[src/rtl/adaptive_cliff_threshold_macros.svh]
// assertion macros for the adaptive cliff threshold block
`ifndef ADAPTIVE_CLIFF_THRESHOLD_MACROS_SVH
`define ADAPTIVE_CLIFF_THRESHOLD_MACROS_SVH

// same-cycle implication, checked outside reset
`define ACT_ASSERT_NOW(label, ante, cons, msg) \
  label: assert property (@(posedge clk) disable iff (rst) (ante) |-> (cons)) \
    else $error(msg);

// next-cycle implication, checked outside reset
`define ACT_ASSERT_NEXT(label, ante, cons, msg) \
  label: assert property (@(posedge clk) disable iff (rst) (ante) |=> (cons)) \
    else $error(msg);

`endif

[src/rtl/act_pkg.sv]
// shared types and constants for the adaptive cliff threshold block
`default_nettype none

package act_pkg;

  localparam int SAMPLE_W = 16;
  localparam int DIGIT_W  = 16;
  localparam int LIMIT_W  = 31;
  localparam int TALLY_W  = 8;
  localparam int CFG_IDX_W = 3;

  typedef enum logic [1:0] {
    OP_DRIVE = 2'd0,
    OP_STOP  = 2'd1,
    OP_SCAN  = 2'd2,
    OP_CLEAR = 2'd3
  } op_t;

  typedef enum logic [CFG_IDX_W-1:0] {
    CFG_DROP_LEVEL    = 3'd0,
    CFG_MIN_THRESHOLD = 3'd1,
    CFG_THRESH_STEP   = 3'd2,
    CFG_SUSP_NEEDED   = 3'd3,
    CFG_VAR_LIMIT     = 3'd4,
    CFG_MIN_RISE      = 3'd5,
    CFG_ADJUST_EN     = 3'd6
  } cfg_idx_t;

  localparam logic [SAMPLE_W-1:0] DROP_LEVEL_RST    = 16'd800;
  localparam logic [SAMPLE_W-1:0] MIN_THRESHOLD_RST = 16'd150;
  localparam logic [SAMPLE_W-1:0] THRESH_STEP_RST   = 16'd250;
  localparam logic [TALLY_W-1:0]  SUSP_NEEDED_RST   = 8'd1;
  localparam logic [LIMIT_W-1:0]  VAR_LIMIT_RST     = 31'd10000;
  localparam logic [SAMPLE_W-1:0] MIN_RISE_RST      = 16'd15;
  localparam logic [SAMPLE_W-1:0] SCAN_MIN_RST      = 16'hFFFF;

endpackage

`default_nettype wire

[src/rtl/adaptive_cliff_threshold.sv]
// adaptive cliff threshold with sliding-window variance test, top level
//
//  channel  direction  handshake            payload
//  in       input      in_valid / in_ready  operation sample wheels_moving on_treads scan_last
//  out      output     out_valid/out_ready  threshold threshold_sent floor_cliffy
//                                           suspicious_seen window_fill
//  cfg      input      cfg_we               cfg_index cfg_data
//
// one item at a time; each product goes through one shared digit-serial multiplier
// a product is built one 16-bit digit of the sum-wide operand at a time, 2 digits by default
// variance test uses four products once 2 samples are held; a push adds one, two when full
// in_ready is low from a transfer until the result is loaded into the output register
// a stalled output holds the sequencer in its last step; synchronous reset, no clearing pass
`default_nettype none
`include "adaptive_cliff_threshold_macros.svh"

module adaptive_cliff_threshold
  import act_pkg::*;
#(
  parameter int WINDOW = 100
) (
  input  logic                 clk,
  input  logic                 rst,
  input  logic                 in_valid,
  output logic                 in_ready,
  input  logic [1:0]           operation,
  input  logic [SAMPLE_W-1:0]  sample,
  input  logic                 wheels_moving,
  input  logic                 on_treads,
  input  logic                 scan_last,
  output logic                 out_valid,
  input  logic                 out_ready,
  output logic [SAMPLE_W-1:0]  threshold,
  output logic                 threshold_sent,
  output logic                 floor_cliffy,
  output logic                 suspicious_seen,
  output logic [6:0]           window_fill,
  input  logic                 cfg_we,
  input  logic [CFG_IDX_W-1:0] cfg_index,
  input  logic [LIMIT_W-1:0]   cfg_data
);

  localparam int CW   = $clog2(WINDOW + 1);
  localparam int IW   = $clog2(WINDOW);
  localparam int SUMW = SAMPLE_W + CW;
  localparam int SQW  = 2 * SAMPLE_W + CW;
  localparam int VW   = 2 * SUMW;
  localparam int PW   = SQW + SUMW;

  typedef enum logic [3:0] {
    S_IDLE, S_DECODE, S_OLD, S_NEW, S_VAR, S_LHS, S_SQ, S_LN, S_RHS, S_CMP, S_SCAN, S_DONE
  } state_t;

  // configuration registers
  logic [SAMPLE_W-1:0] drop_level, min_threshold, threshold_step, min_rise;
  logic [TALLY_W-1:0]  suspicious_needed;
  logic [LIMIT_W-1:0]  variance_limit;
  logic                adjust_enable;

  always_ff @(posedge clk) begin
    if (rst) begin
      drop_level        <= DROP_LEVEL_RST;
      min_threshold     <= MIN_THRESHOLD_RST;
      threshold_step    <= THRESH_STEP_RST;
      suspicious_needed <= SUSP_NEEDED_RST;
      variance_limit    <= VAR_LIMIT_RST;
      min_rise          <= MIN_RISE_RST;
      adjust_enable     <= 1'b1;
    end else if (cfg_we) begin
      unique case (cfg_idx_t'(cfg_index))
        CFG_DROP_LEVEL:    drop_level        <= cfg_data[SAMPLE_W-1:0];
        CFG_MIN_THRESHOLD: min_threshold     <= cfg_data[SAMPLE_W-1:0];
        CFG_THRESH_STEP:   threshold_step    <= cfg_data[SAMPLE_W-1:0];
        CFG_SUSP_NEEDED:   suspicious_needed <= cfg_data[TALLY_W-1:0];
        CFG_VAR_LIMIT:     variance_limit    <= cfg_data;
        CFG_MIN_RISE:      min_rise          <= cfg_data[SAMPLE_W-1:0];
        CFG_ADJUST_EN:     adjust_enable     <= cfg_data[0];
        default: ;
      endcase
    end
  end

  state_t              state;
  op_t                 op;
  logic [SAMPLE_W-1:0] smp;
  logic                moving, treads, last;

  logic [CW-1:0]       fill_count;
  logic [IW-1:0]       write_slot;
  logic [SUMW-1:0]     window_sum;
  logic [SQW-1:0]      window_sumsq;
  logic [SAMPLE_W-1:0] detect_level;
  logic [TALLY_W-1:0]  suspicious_tally;
  logic [SAMPLE_W-1:0] scan_minimum;
  logic                scan_armed;

  logic                sent, seen, cliffy;
  logic [VW-1:0]       lhs, sq, rhs, diff;
  logic                lhs_gt;

  logic                mul_start, mul_done;
  logic [SQW-1:0]      mul_a;
  logic [SUMW-1:0]     mul_b;
  logic [PW-1:0]       mul_prod;

  logic [SAMPLE_W-1:0] mem [WINDOW];
  logic [SAMPLE_W-1:0] old_q;
  logic                in_xfer, mem_we, full, push;

  assign in_ready = (state == S_IDLE);
  assign in_xfer  = in_valid && in_ready;
  assign full     = (fill_count == CW'(WINDOW));
  assign push     = moving && treads && (smp > detect_level);
  assign mem_we   = (state == S_NEW) && mul_done;

  always_ff @(posedge clk) begin
    if (mem_we) begin
      mem[write_slot] <= smp;
    end
    if (in_xfer) begin
      old_q <= mem[write_slot];
    end
  end

  act_mul #(.AW(SQW), .BW(SUMW)) u_mul (
    .clk     (clk),
    .rst     (rst),
    .start   (mul_start),
    .a       (mul_a),
    .b       (mul_b),
    .done    (mul_done),
    .product (mul_prod)
  );

  // scan sample evaluation
  logic [SAMPLE_W-1:0] new_min, lowered, stepped;
  logic                rise_hit, can_count, reach;
  logic [TALLY_W-1:0]  tally_inc;

  always_comb begin
    new_min   = (smp < scan_minimum) ? smp : scan_minimum;
    rise_hit  = cliffy && ({1'b0, smp} > ({1'b0, new_min} + {1'b0, min_rise}));
    can_count = detect_level > min_threshold;
    tally_inc = suspicious_tally + 1'b1;
    reach     = tally_inc >= suspicious_needed;
    stepped   = (detect_level > threshold_step) ? (detect_level - threshold_step) : '0;
    lowered   = (stepped < min_threshold) ? min_threshold : stepped;
  end

  always_ff @(posedge clk) begin
    if (rst) begin
      state            <= S_IDLE;
      fill_count       <= '0;
      write_slot       <= '0;
      window_sum       <= '0;
      window_sumsq     <= '0;
      detect_level     <= DROP_LEVEL_RST;
      suspicious_tally <= '0;
      scan_minimum     <= SCAN_MIN_RST;
      scan_armed       <= 1'b0;
      mul_start        <= 1'b0;
      out_valid        <= 1'b0;
    end else begin
      if (out_valid && out_ready && (state != S_DONE)) begin
        out_valid <= 1'b0;
      end
      unique case (state)
        S_IDLE: begin
          if (in_xfer) begin
            op     <= op_t'(operation);
            smp    <= sample;
            moving <= wheels_moving;
            treads <= on_treads;
            last   <= scan_last;
            sent   <= 1'b0;
            seen   <= 1'b0;
            state  <= S_DECODE;
          end
        end
        S_DECODE: begin
          state <= ((op == OP_DRIVE) && push) ? (full ? S_OLD : S_NEW) : S_VAR;
          unique case (op)
            OP_DRIVE: begin
              if (push) begin
                mul_start <= 1'b1;
                if (full) begin
                  mul_a <= SQW'(old_q);
                  mul_b <= SUMW'(old_q);
                end else begin
                  mul_a <= SQW'(smp);
                  mul_b <= SUMW'(smp);
                end
              end
            end
            OP_STOP: begin
              if (adjust_enable) begin
                scan_armed   <= 1'b1;
                scan_minimum <= SCAN_MIN_RST;
              end
            end
            OP_SCAN: ;
            OP_CLEAR: begin
              suspicious_tally <= '0;
              if (detect_level != drop_level) begin
                detect_level <= drop_level;
                sent         <= 1'b1;
              end
              fill_count   <= '0;
              write_slot   <= '0;
              window_sum   <= '0;
              window_sumsq <= '0;
            end
            default: ;
          endcase
        end
        S_OLD: begin
          if (mul_done) begin
            window_sumsq <= window_sumsq - mul_prod[SQW-1:0];
            window_sum   <= window_sum - SUMW'(old_q);
            mul_a        <= SQW'(smp);
            mul_b        <= SUMW'(smp);
            mul_start    <= 1'b1;
            state        <= S_NEW;
          end else begin
            mul_start <= 1'b0;
          end
        end
        S_NEW: begin
          mul_start <= 1'b0;
          if (mul_done) begin
            window_sumsq <= window_sumsq + mul_prod[SQW-1:0];
            window_sum   <= window_sum + SUMW'(smp);
            if (!full) begin
              fill_count <= fill_count + 1'b1;
            end
            write_slot <= (write_slot == IW'(WINDOW - 1)) ? '0 : write_slot + 1'b1;
            state      <= S_VAR;
          end
        end
        S_VAR: begin
          if (fill_count < CW'(2)) begin
            cliffy <= 1'b0;
            state  <= S_SCAN;
          end else begin
            mul_a     <= window_sumsq;
            mul_b     <= SUMW'(fill_count);
            mul_start <= 1'b1;
            state     <= S_LHS;
          end
        end
        S_LHS: begin
          if (mul_done) begin
            lhs       <= mul_prod[VW-1:0];
            mul_a     <= SQW'(window_sum);
            mul_b     <= window_sum;
            mul_start <= 1'b1;
            state     <= S_SQ;
          end else begin
            mul_start <= 1'b0;
          end
        end
        S_SQ: begin
          if (mul_done) begin
            sq        <= mul_prod[VW-1:0];
            mul_a     <= SQW'(variance_limit);
            mul_b     <= SUMW'(fill_count);
            mul_start <= 1'b1;
            state     <= S_LN;
          end else begin
            mul_start <= 1'b0;
          end
        end
        S_LN: begin
          if (mul_done) begin
            mul_a     <= mul_prod[SQW-1:0];
            mul_b     <= SUMW'(fill_count - 1'b1);
            mul_start <= 1'b1;
            state     <= S_RHS;
          end else begin
            mul_start <= 1'b0;
          end
        end
        S_RHS: begin
          mul_start <= 1'b0;
          if (mul_done) begin
            rhs    <= mul_prod[VW-1:0];
            diff   <= lhs - sq;
            lhs_gt <= lhs > sq;
            state  <= S_CMP;
          end
        end
        S_CMP: begin
          cliffy <= lhs_gt && (diff > rhs);
          state  <= S_SCAN;
        end
        S_SCAN: begin
          if ((op == OP_SCAN) && scan_armed && !moving) begin
            scan_minimum <= new_min;
            if (rise_hit) begin
              seen <= 1'b1;
              if (can_count) begin
                if (reach) begin
                  detect_level     <= lowered;
                  suspicious_tally <= '0;
                  sent             <= 1'b1;
                end else begin
                  suspicious_tally <= tally_inc;
                end
              end
            end
            if (last) begin
              scan_armed <= 1'b0;
            end
          end
          state <= S_DONE;
        end
        S_DONE: begin
          if (!out_valid || out_ready) begin
            out_valid       <= 1'b1;
            threshold       <= detect_level;
            threshold_sent  <= sent;
            floor_cliffy    <= cliffy;
            suspicious_seen <= seen;
            window_fill     <= 7'(fill_count);
            state           <= S_IDLE;
          end
        end
        default: state <= S_IDLE;
      endcase
    end
  end

  `ACT_ASSERT_NEXT(a_busy_after_xfer, in_xfer, !in_ready, "ready high right after a transfer")
  `ACT_ASSERT_NOW(a_slot_tracks_fill, !full, CW'(write_slot) == fill_count,
                  "write slot out of step with fill count")
  `ACT_ASSERT_NOW(a_seen_needs_cliffy, out_valid && suspicious_seen, floor_cliffy,
                  "suspicious cliff reported on a calm floor")

endmodule

`default_nettype wire

[src/rtl/act_mul.sv]
// shared digit-serial multiplier, one 16-bit digit of b per cycle
`default_nettype none

module act_mul
  import act_pkg::*;
#(
  parameter int AW = 39,
  parameter int BW = 23
) (
  input  logic             clk,
  input  logic             rst,
  input  logic             start,
  input  logic [AW-1:0]    a,
  input  logic [BW-1:0]    b,
  output logic             done,
  output logic [AW+BW-1:0] product
);

  localparam int ND   = (BW + DIGIT_W - 1) / DIGIT_W;
  localparam int BPW  = ND * DIGIT_W;
  localparam int ACCW = AW + BPW;
  localparam int CNTW = (ND > 1) ? $clog2(ND) : 1;

  logic [AW-1:0]   aq;
  logic [BPW-1:0]  bq;
  logic [ACCW-1:0] acc;
  logic [CNTW-1:0] cnt;
  logic            running;
  logic [AW+DIGIT_W-1:0] partial;

  assign partial = aq * bq[BPW-1 -: DIGIT_W];

  always_ff @(posedge clk) begin
    if (rst) begin
      running <= 1'b0;
      done    <= 1'b0;
    end else begin
      done <= 1'b0;
      if (start) begin
        running <= 1'b1;
        aq      <= a;
        bq      <= BPW'(b);
        acc     <= '0;
        cnt     <= CNTW'(ND - 1);
      end else if (running) begin
        acc <= (acc << DIGIT_W) + ACCW'(partial);
        bq  <= bq << DIGIT_W;
        if (cnt == '0) begin
          running <= 1'b0;
          done    <= 1'b1;
        end else begin
          cnt <= cnt - 1'b1;
        end
      end
    end
  end

  assign product = acc[AW+BW-1:0];

endmodule

`default_nettype wire

[config.mk]
export PLATFORM = sky130hd
export DESIGN_NAME = adaptive_cliff_threshold
export DESIGN_NICKNAME = d
export VERILOG_FILES = /design/src/rtl/act_pkg.sv /design/src/rtl/adaptive_cliff_threshold.sv /design/src/rtl/act_mul.sv
export VERILOG_INCLUDE_DIRS = /design/src /design/src/rtl
export SDC_FILE = /design/constraint.sdc
export NUM_CORES = 2
export LEC_CHECK = 0
export BUFFER_PORTS_ARGS = -buffer_cell sky130_fd_sc_hd__buf_2
export CORE_AREA = 2 2 568 401
export CTS_CLUSTER_DIAMETER = 50
export DETAILED_ROUTE_END_ITERATION = 8
export DIE_AREA = 0 0 570 403
export PLACE_DENSITY = 0.65
export SLEW_MARGIN = 20
export SYNTH_ARGS = -nofsm -noshare
export SYNTH_HDL_FRONTEND = slang
export SYNTH_SLANG_ARGS = --single-unit
[constraint.sdc]
create_clock -name clk -period 21.5 [get_ports clk]
set_clock_uncertainty 0.2 [all_clocks]
set_input_delay 0 -clock clk [delete_from_list [all_inputs] [get_ports clk]]
set_output_delay 0 -clock clk [all_outputs]
set_load 0.01 [all_outputs]
==> results.json <==
{
  "die_w_um": 570,
  "global_placer_s_final_weighted_congestion": 0.976,
  "share_of_layout_cells_above_drive_strength_1": 0.0851,
  "synth.lib_cells_used.distinct": 89,
  "synthesis.yosys.warnings": 0,
  "maxCapViolCount": 0,
  "worst_hold_path_type": "input port to flip-flop",
  "number_of_antenna_violations_at_the_first_check_in_global_routing": 21,
  "dp_hpwl_mm": 225,
  "crit_fanout": 16,
  "number_of_register_bits_inferred_by_synthesis": 2260,
  "synth.area.top_cells": "sky130_fd_sc_hd__edfxtp_1 (55%), sky130_fd_sc_hd__fa_1 (9.2%), sky130_fd_sc_hd__ha_1 (4.2%), sky130_fd_sc_hd__dfxtp_1 (4.1%), sky130_fd_sc_hd__a22oi_1 (3.3%)",
  "remaining_drc_errors": 0,
  "netlist.top_cell.by_area": "sky130_fd_sc_hd__edfxtp_1",
  "clock_insertion_delay_worst_skew_ns": 0.89,
  "detail_route.first_pass.iterations": 7,
  "run_status": "completed",
  "yosys-mux-area-fraction": 0.00637,
  "largest_family_of_logic_cells_by_synthesized_area": "adder cells",
  "detail_route.iter0.violations": 10900,
  "critical_path_class": "flip-flop to flip-flop",
  "globalRouteTotalUtil": 0.296,
  "setup-violations-final": 0,
  "detail_route.wirelength_mm": 343,
  "std_cell_rows": 146,
  "finalHoldViolations": 0,
  "ys_dominant_reg_cell": "sky130_fd_sc_hd__edfxtp_1",
  "first_global_vias": 73200,
  "post_synthesis_share_of_cell_area_spent_on_and_or_nand_and_nor_gates": 0.0857,
  "synth_top_cells_by_count": "sky130_fd_sc_hd__edfxtp_1 (2031), sky130_fd_sc_hd__nand2_1 (872), sky130_fd_sc_hd__inv_1 (758)",
  "die_height_um": 403,
  "maximum_number_of_pins_on_one_net_before_global_route_repair": 117,
  "netlist_instances": 8696,
  "numCtsBuffers": 225,
  "edff_count_synth": 2031,
  "synth.net_count": 9649,
  "critical_path.startpoint_type": "flip-flop",
  "max_slew.worst_pin.slew_ns": 1.32,
  "io_buffers": 87,
  "cts_num_sinks": 2260,
  "floorplan.initialDensity": 0.498,
  "cts_buffer_depth": 4,
  "worst_slew_margin_rel": 0.112,
  "die_footprint_mm2": 0.230,
  "area.growth.synth_to_final_pct": 12.0,
  "finalMaxSlewViolations": 0,
  "cts_root_buffer": "sky130_fd_sc_hd__clkbuf_16",
  "synth.top_cell.area_share": 0.546,
  "grt_remaining_overflow": 0,
  "min_period_ns": 7.68,
  "synth-async-reset-ratio": 0,
  "drtAntennaViolNets": 0,
  "critical_path.endpoint_type": "flip-flop",
  "synth_compound_area_frac": 0.126,
  "area_share_of_fa_ha_maj_cells_after_synthesis": 0.135,
  "grt_pass1_wl_mm": 501,
  "cts_tree": "yes",
  "final_min_period_over_clock_period": 0.357,
  "syn_area_mm2": 0.112,
  "wl_per_cell_um": 28.4,
  "route.vias.total": 75800,
  "detail_route.vias_per_cell": 6.26,
  "coreArea_mm2": 0.225,
  "cts.htree.levels": 4,
  "floorplan.io_pins": 88,
  "yosys.area_share.xor_xnor": 0.0187,
  "grt_setup_unrepaired": "no",
  "cp.required_ns": 21.91,
  "register_area_share_after_synthesis": 0.587,
  "timing.fmax_mhz": 130,
  "fin_nets": 9912,
  "synthesis.area_per_instance_um2": 12.8,
  "timing.setup.tns_ns": 0,
  "post-synth-top-count-cell": "sky130_fd_sc_hd__edfxtp_1",
  "crit_arrival_ns": 8.08,
  "clk_pin_slew_ns": 0.06
}
## metal layers
metal / global-route usage / routed length (um) / up-vias
met5: 0 / 55 / -
met4: 0.0773 / 9440 / 8
met3: 0.0887 / 48200 / 549
met2: 0.406 / 140000 / 4631
met1: 0.454 / 146000 / 38100
li1: - / - / 32500
## sequential cells by signal (all words and copies together), names as in the netlist, 39 cells and up
| name | cells |
|---|---|
| mem | 1600 |
| u_mul.acc | 46 |
| rhs | 46 |
| lhs | 46 |
| sq | 46 |
| u_mul.aq | 39 |
| mul_a | 39 |
| window_sumsq | 39 |
| diff | 46 |
## final cells by class
type	instances	area, um2
inverter	759	2850
tap	2960	3700
timing repair buffer	497	4030
multi-input combinational	5216	41700
sequential	2260	65600
fill	18100	99400
clock inverter	137	1360
clock buffer	272	5840
antenna	5	12.5
## cells in the final DEF (no fill, tap or decap), drive strengths merged, types with 148 or more instances in the layout
cell type	synthesis	routed
edfxtp	2031	2031
nand2	872	872
inv	759	772
fa	515	515
a22oi	491	491
nor2	387	387
ha	378	378
a21oi	375	375
buf	105	349
clkbuf	356	272
dfxtp	229	229
and2	224	224
o21ai	179	179
a22o	177	177
a221oi	161	161
a31oi	160	160
dlygate4sd3	0	148
## critical path: stages, from the launching register on
cell,delay [ns]
sky130_fd_sc_hd__edfxtp_1,0.81
sky130_fd_sc_hd__nand2_1,0.17
sky130_fd_sc_hd__fa_1,0.54
sky130_fd_sc_hd__inv_1,0.06
sky130_fd_sc_hd__fa_1,0.54
sky130_fd_sc_hd__inv_1,0.06
sky130_fd_sc_hd__fa_1,0.49
sky130_fd_sc_hd__fa_1,0.47
sky130_fd_sc_hd__fa_1,0.52
sky130_fd_sc_hd__inv_1,0.05
sky130_fd_sc_hd__fa_1,0.43
sky130_fd_sc_hd__ha_1,0.37
sky130_fd_sc_hd__a21oi_1,0.16
sky130_fd_sc_hd__nor2_1,0.05
sky130_fd_sc_hd__a211oi_1,0.46
sky130_fd_sc_hd__o2111ai_1,0.44
sky130_fd_sc_hd__a311oi_1,0.57
sky130_fd_sc_hd__nor4_1,0.12
sky130_fd_sc_hd__or2_1,0.29
sky130_fd_sc_hd__a221oi_2,0.27
sky130_fd_sc_hd__mux2_2,0.36
## through the flow
stage	worst slack (ns)	instances	utilization	hold slack, ns	cell area, um2
final	13.82	12100	0.557	0.0594	125000
after global routing	13.57	12100	0.557	0.0781	125000
after CTS	13.96	12100	0.557	0.00573	125000
after detailed placement	14.00	11500	0.518	-0.0219	116000
after global placement	14.16	11500	0.518	-0.0234	116000
after floorplan	13.45	8696	-	-0.101	112000
## kinds of logic (layout without fill, tap and decap cells)
family / Yosys count / in the layout
simple gates: 2051 / 2051
compound gates: 1985 / 1985
other cells: 0 / 5
flops: 2260 / 2260
mux: 48 / 48
fa+ha+maj: 893 / 893
buf+inv: 1220 / 1665
xor+xnor: 239 / 239
## repair_timing
item,in CTS,in global routing
setup endpoints to repair,0,0
resized for setup,0,0
hold endpoints to repair,263,0
buffers inserted,0,0
hold buffers,149,0
## final timing paths
kind                startpoint             to  slack [ns]  cells past startpoint
setup / recovery  u_mul.aq[21]  u_mul.acc[43]       13.82                     20
hold / removal    cfg_index[1]  adjust_enable        0.06                      6
setup reg to reg  u_mul.aq[21]  u_mul.acc[43]       13.82                     20
hold reg to reg      mul_a[33]   u_mul.aq[33]        0.21                      0
Power is not shown: default switching activity piles up to over one toggle a cycle in this logic, so the estimate is an artifact.
